### config.mk
export PLATFORM = sky130hd
export DESIGN_NAME = cv3_ctrl
export DESIGN_NICKNAME = d
export VERILOG_FILES = /design/src/rtl/cv3_pkg.sv /design/src/rtl/cv3_ctrl.sv
export SDC_FILE = /design/constraint.sdc
export NUM_CORES = 1
export LEC_CHECK = 0
export BUFFER_PORTS_ARGS = -buffer_cell sky130_fd_sc_hd__buf_2
export CAP_MARGIN = 5
export CORE_AREA = 2 2 39 41
export CTS_CLUSTER_SIZE = 40
export DETAILED_ROUTE_END_ITERATION = 16
export DIE_AREA = 0 0 41 43
export GPL_ROUTABILITY_DRIVEN = 0
export PLACE_DENSITY = 0.66
export SETUP_SLACK_MARGIN = 0.05
export SLEW_MARGIN = 20
export SYNTH_ARGS = -nofsm -noshare
export SYNTH_HDL_FRONTEND = slang
export SYNTH_SLANG_ARGS = --single-unit
### constraint.sdc
create_clock -name i_clk -period 1.95 [get_ports i_clk]
set_input_delay 0.4875 -clock i_clk [delete_from_list [all_inputs] [get_ports i_clk]]
set_output_delay 0.4875 -clock i_clk [all_outputs]
set_load 0.01 [all_outputs]
### src/rtl/cv3_pkg.sv
`default_nettype none
// ----------------------------------------------------------------------------
// cv3_pkg
// Types, constants and codes shared by the 3x3 RGB convolution blocks.
// ----------------------------------------------------------------------------
package cv3_pkg;

    localparam int MAX_WIDTH  = 4096;
    localparam int LINE_DEPTH = 2 * MAX_WIDTH + 3;
    localparam int FILL_MAX   = 2 * MAX_WIDTH + 2;
    localparam int ADDR_W     = $clog2(LINE_DEPTH);
    localparam int CNT_W      = $clog2(FILL_MAX + 1);

    localparam int WIDTH_W = 13;
    localparam int KROW_W  = 24;
    localparam int DIV_W   = 8;
    localparam int PIX_W   = 24;
    localparam int CH_W    = 8;
    localparam int CFG_A_W = 3;
    localparam int PROD_W  = 17;
    localparam int ACC_W   = 20;
    localparam int REM_W   = ACC_W - 1;
    localparam int TAPS    = 9;
    localparam int STEP_W  = 4;

    typedef enum logic [CFG_A_W-1:0] {
        CFG_LINE_WIDTH   = 3'd0,
        CFG_KROW_ABOVE   = 3'd1,
        CFG_KROW_CENTER  = 3'd2,
        CFG_KROW_BELOW   = 3'd3,
        CFG_DIVISOR      = 3'd4
    } t_cfg_idx;

    typedef enum logic [2:0] {
        S_IDLE,
        S_TAP,
        S_DRAIN,
        S_DINIT,
        S_DIV,
        S_OUT
    } t_state;

    typedef struct packed {
        logic [WIDTH_W-1:0] line_width;
        logic [KROW_W-1:0]  krow_above;
        logic [KROW_W-1:0]  krow_center;
        logic [KROW_W-1:0]  krow_below;
        logic [DIV_W-1:0]   divisor;
    } t_cfg;

    typedef struct packed {
        logic              take;
        logic              tap_issue;
        logic              div_init;
        logic              div_step;
        logic              out_load;
        logic [STEP_W-1:0] step;
    } t_cmd;

    typedef struct packed {
        logic emit;
        logic out_free;
    } t_stat;

endpackage

`default_nettype wire

### src/rtl/cv3_ctrl.sv
`default_nettype none
// ----------------------------------------------------------------------------
// cv3_ctrl
// Sequencer: accepts a pixel, walks the nine taps, drains the multiply
// pipeline, runs the divider and hands the result to the output register.
// ----------------------------------------------------------------------------
module cv3_ctrl (
    input  wire logic           i_clk,
    input  wire logic           i_rst_n,
    input  wire logic           i_in_valid,
    output logic                o_in_ready,
    input  wire cv3_pkg::t_stat i_stat,
    output cv3_pkg::t_cmd       o_cmd
);

    import cv3_pkg::*;

    t_state            r_state;
    t_state            n_state;
    logic [STEP_W-1:0] r_cnt;
    logic [STEP_W-1:0] n_cnt;

    always_ff @(posedge i_clk) begin
        if (!i_rst_n) begin
            r_state <= S_IDLE;
            r_cnt   <= '0;
        end else begin
            r_state <= n_state;
            r_cnt   <= n_cnt;
        end
    end

    always_comb begin
        n_state    = r_state;
        n_cnt      = r_cnt;
        o_in_ready = 1'b0;
        o_cmd      = '0;
        o_cmd.step = r_cnt;
        unique case (r_state)
            S_IDLE: begin
                o_in_ready = 1'b1;
                if (i_in_valid) begin
                    o_cmd.take = 1'b1;
                    n_cnt      = '0;
                    if (i_stat.emit) begin
                        n_state = S_TAP;
                    end
                end
            end
            S_TAP: begin
                o_cmd.tap_issue = 1'b1;
                if (r_cnt == STEP_W'(TAPS - 1)) begin
                    n_cnt   = '0;
                    n_state = S_DRAIN;
                end else begin
                    n_cnt = r_cnt + STEP_W'(1);
                end
            end
            S_DRAIN: begin
                if (r_cnt == STEP_W'(1)) begin
                    n_cnt   = '0;
                    n_state = S_DINIT;
                end else begin
                    n_cnt = r_cnt + STEP_W'(1);
                end
            end
            S_DINIT: begin
                o_cmd.div_init = 1'b1;
                n_cnt          = '0;
                n_state        = S_DIV;
            end
            S_DIV: begin
                o_cmd.div_step = 1'b1;
                if (r_cnt == STEP_W'(CH_W - 1)) begin
                    n_cnt   = '0;
                    n_state = S_OUT;
                end else begin
                    n_cnt = r_cnt + STEP_W'(1);
                end
            end
            S_OUT: begin
                if (i_stat.out_free) begin
                    o_cmd.out_load = 1'b1;
                    n_state        = S_IDLE;
                end
            end
            default: begin
                n_state = S_IDLE;
            end
        endcase
    end

`ifndef ASSERT_OFF
    a_drain_len: assert property (@(posedge i_clk) disable iff (!i_rst_n)
        (r_state == S_DINIT) |-> $past(r_state == S_TAP, 3))
        else $error("divider started without a two-cycle drain");

    a_no_emit_idle: assert property (@(posedge i_clk) disable iff (!i_rst_n)
        (o_cmd.take && !i_stat.emit) |=> (r_state == S_IDLE))
        else $error("pixel without result left the idle state");

    a_tap_bound: assert property (@(posedge i_clk) disable iff (!i_rst_n)
        (r_state == S_TAP) |-> (r_cnt < STEP_W'(TAPS)))
        else $error("tap counter ran past the last tap");

    a_load_free: assert property (@(posedge i_clk) disable iff (!i_rst_n)
        o_cmd.out_load |-> i_stat.out_free)
        else $error("output register overwritten before transfer");
`endif

endmodule

`default_nettype wire

After elaboration in Yosys (flattened, before gate mapping)
Cells that the tools add are included.

word-level totals
  flip-flop bits (word level) = 7
  input bits = 5
  output and inout bits = 10
  logic and storage cells = 41

operators by class
  add/sub/neg operators = 1
  equality and inequality tests = 14
  multiplexer cells = 20
  reductions and logical operators = 4

operator list
  cell                                                  count
  case mux 4 bit (5 select lines)                       1
  2-to-1 mux 3 bit                                      6
  case mux 3 bit (6 select lines)                       1
  2-to-1 mux 4 bit                                      4
  != test 2 bit (second input constant)                 6
  2-to-1 mux 1 bit                                      8
  equality test 3 x 2 -> 1 bit (second input constant)  2
  equality test 3 bit (second input constant)           2
  AND reduction 6 bit                                   1
  nonzero test 5 bit                                    1
  adder 4 x 1 -> 4 bit (second input constant)          1
  equality test 4 x 1 -> 1 bit (second input constant)  1
  equality test 4 x 3 -> 1 bit (second input constant)  1
  equality test 4 bit (second input constant)           1
  equality test 3 x 1 -> 1 bit (second input constant)  1
  logical NOT 3 bit                                     1
  AND reduction 2 bit                                   1

Longest topological paths before layout
  depth in word-level cells = 3
  depth in mapped cells = 6
  gate-level depth less buffers = 6

Worst setup path after synthesis
OpenSTA, ideal clock, no wires.

  path type = register to output
  start = reg r_state[0]
  end = out o_cmd[8] (netlist bit)
  arrival time = 1.117 ns
  required time = 1.462 ns
  setup slack = 0.346 ns
  stages on the path, launching flop included = 5
  buffers on the path = 1
  cells stage by stage = dfxtp_1 > buf_4 > or2_4 > nor2_1 > and2_1

RTL lines
  what                    line            text
  start, declared         cv3_ctrl.sv:18  t_state r_state;
  start signal, assigned  cv3_ctrl.sv:28  r_state <= n_state;
  end, declared           cv3_ctrl.sv:13  output cv3_pkg::t_cmd o_cmd

==> results.txt <==
After routing, the total negative slack on setup checks comes to 0 ps. After synthesis the cells add up to 553 um^2. From synthesis to final layout, the design area changed by 19.7%. The maximum number of buffers from clock root to sink came out at 2. Leaving out fill and tap cells, the most frequent cells in the layout are sky130_fd_sc_hd__buf_2 (14), sky130_fd_sc_hd__inv_1 (5), sky130_fd_sc_hd__a211oi_1 (5), sky130_fd_sc_hd__nor3_1 (5), sky130_fd_sc_hd__dfxtp_1 (5). For the clock skew, the log shows 6.79 ps.

STA classifies the critical path startpoint as a flop. The wire length of the first global-routing pass came out at 1850 um. For this design the ratio of total power to cell area is 545 nW/um^2. Per report_power, the clock group accounts for 35.8% of the total. The pin count of the biggest net entering global routing came out at 13. Data on the critical path is required at its endpoint by 1460 ps. Max-cap violations in this run came to 0. The initial utilization of the core area, before any placement, comes to 40.0%. The height of the die was 43 um; the cts-stage hold buffer count was 0. At the pin with the least slew margin, the transition time is 400 ps. The I/O pin count was 15; the final critical-path share of the clock period was 90.3%. The number of detailed-route iterations in the first pass was 4; the number of DRC violations after detailed routing was 0. The leakage component of the power is 0.000291 uW. The most used flip-flop cell after synthesis is sky130_fd_sc_hd__dfxtp_1. After synthesis, the share of flip-flops with an asynchronous set or reset is 0%.

The switching power was 100 uW; the area enclosed by the die boundary was 1760 um^2. The initialized floorplan defines 14 standard-cell rows. Start point of the critical path: r_state[2]. For the internal portion of total power, the log shows 260 uW. The flow ran to the end, and the final reports show no timing, DRC or antenna violations. The clock slew seen by the registers of the worst setup and hold paths works out to 50 ps. After layout, the design draws a total of 360 uW.

For this run, the number of Yosys warnings is 0. TritonCTS built the clock tree. The element type at the critical path end was a primary output.

The startpoint of the worst hold path is i_rst_n. Detailed routing inserted a total of 502 vias. The tree is rooted in a sky130_fd_sc_hd__clkbuf_4. The tools report the max-slew violation count as 0. The startpoint identified for the worst register-to-register timing path is r_cnt[0]. The die width is 41 um. The synthesized flop and latch total came out at 7. In this run the remaining antenna-violating nets after routing total 0. Setup violations remaining at the end of the flow were counted as 0. The number of placed instances, taps included, is 91. Counting every instance in the synthesized netlist gives 63. Final hold analysis gives a worst-case slack of 518 ps.

VDD sags by at most 0.328 mV. Setup repair after global routing left no endpoint under its margin. The switching portion of total power is 27.7%, and the depth of the CTS H-tree is 1. The number of antenna violations at the first check in global routing was 0. After synthesis, the mean cell area works out to 8.78 um^2.

The achievable clock frequency is 0.568 GHz. Placeable core region: 1380 um^2. Count of port buffers added during placement: 14.

Summed over all instances, the cell type with the most area after synthesis is sky130_fd_sc_hd__dfxtp_1. The via count of the first global-routing pass was 437. The commonest non-fill, non-tap cell in the layout is sky130_fd_sc_hd__buf_2. The highest net fanout along the worst path was 12; the overall fraction of global-route tracks in use was 16.0%. The number of diodes added for antenna fixing came out at 0. The total detailed-routing wirelength was 1170 um; the routed wire length per instance was 12.3 um. Worst hold-check path type: in -> reg.

Normalized max-slew margin: 73.3%. The sequential cell fraction of total power is 44.4%, and the cell depth of the worst min-delay path is 2. Data on the critical path arrives at its endpoint at 1270 ps.

The total overflow left after global routing is 0. By startpoint and endpoint, the worst setup path is classified as reg -> out. The clock reaches the later pin of the worst-skew pair after 250 ps.

The synthesized netlist contains 35 unique library cells. Combinational logic is responsible for 19.8% of the overall power. Clock tree synthesis found a total of 7 sinks. In the post-synthesis netlist, the biggest area contributors are sky130_fd_sc_hd__dfxtp_1 (25%), sky130_fd_sc_hd__a211oi_1 (6.8%), sky130_fd_sc_hd__ha_1 (6.8%), sky130_fd_sc_hd__nor3_1 (4.5%), sky130_fd_sc_hd__nor4_4 (3.8%). The net count of the finished layout is 88.

Once detailed placement completed, the half-perimeter wirelength came to 921 um. Counting every net in the synthesized netlist gives 71. The final-report hold violation count came out at 0. The run gives 95 as the post-route non-filler standard cell count. Cell depth of the worst flop-to-flop path: 6. The number of clock buffers added by TritonCTS is 3.

The worst path in the final design needs a cycle of 1760 ps, including I/O delays and setup. The detailed router finished its first iteration with 4 violations. The register area share after synthesis was 25.3%. In the final layout, the share of cells above drive strength 1 is 36.7%. The share of Yosys cell area claimed by the top area cell type works out to 25.3%. The synthesized design contains 0 enable-type register cells. After detailed routing, the number of vias per cell comes to 5.28.
-- cell families after synthesis --
group           Yosys count  share of synthesized area [%]
compound gates           17                           26.5
buf+inv                   9                           7.24
fa+ha+maj                 3                           6.79
xor+xnor                  1                           1.58
flops                     7                           25.3
simple gates             26                           32.6
-- through the flow --
stage                     setup slack (ps)  util (%)  instance area (um^2)
after floorplan                        346         -                   553
after global placement                 335      45.8                   633
after detailed placement               301      45.8                   633
after CTS                             56.4      47.7                   661
after global routing                  85.7      47.8                   662
final                                  189      47.8                   662
-- worst max-delay path, stage by stage (launching register included) --
cell and delay (ps):
sky130_fd_sc_hd__dfxtp_1 560, sky130_fd_sc_hd__inv_1 120, sky130_fd_sc_hd__and3_1 210, sky130_fd_sc_hd__buf_2 140
-- metal layers --
metal / vias to the layer above / global-route usage [%] / wire (um) / part of all wire (%)
li1: 265 / - / - / -
met5: - / 0 / 0 / 0
met2: 8 / 22.2 / 564 / 48
met1: 227 / 20.7 / 548 / 47
met3: 2 / 1.57 / 39 / 3.3
met4: 0 / 14.0 / 17 / 1.5
-- what timing repair did --
item                       in CTS  in global routing
buffers inserted                0                  0
gates resized for setup         1                  1
setup endpoints to repair       1                  1
-- cells in the mapped netlist, types with 2 or more instances --
master / instances
sky130_fd_sc_hd__ha_1: 3
sky130_fd_sc_hd__a211oi_1: 5
sky130_fd_sc_hd__a21o_1: 2
sky130_fd_sc_hd__a21oi_1: 2
sky130_fd_sc_hd__nor2b_1: 3
sky130_fd_sc_hd__nor3_1: 5
sky130_fd_sc_hd__buf_2: 2
sky130_fd_sc_hd__nand2_1: 2
sky130_fd_sc_hd__dfxtp_1: 7
sky130_fd_sc_hd__nor2_1: 3
sky130_fd_sc_hd__inv_1: 5
-- cell type report --
type,count,area [um^2]
fill,152,722
sequential,7,143
clock buffer,4,26.3
multi-input combinational,47,373
timing repair buffer,15,77.6
tap,16,20.0
inverter,6,22.5
-- power groups by stage --
stage,sequential (uW),combinational [uW],clock (uW)
2_1_floorplan,157,56.0,0
3_3_place_gp,162,70.7,0
3_5_place_dp,162,70.9,0
4_1_cts,160,71.5,139
5_1_grt,161,80.4,148
6_report,160,71.5,129
-- path summary, 6_finish.rpt --
check,endpoint,slack (ps)
worst max-delay path,o_cmd[6],190
worst min register to register,r_cnt[0],580
worst max register to register,r_cnt[3],290
worst min-delay path,r_state[2],520
-- sequential cells by signal, indices dropped and copies added (netlist names) --
name and cells:
r_state 3, r_cnt 4
Note: power is estimated with default switching activity, not from simulation.
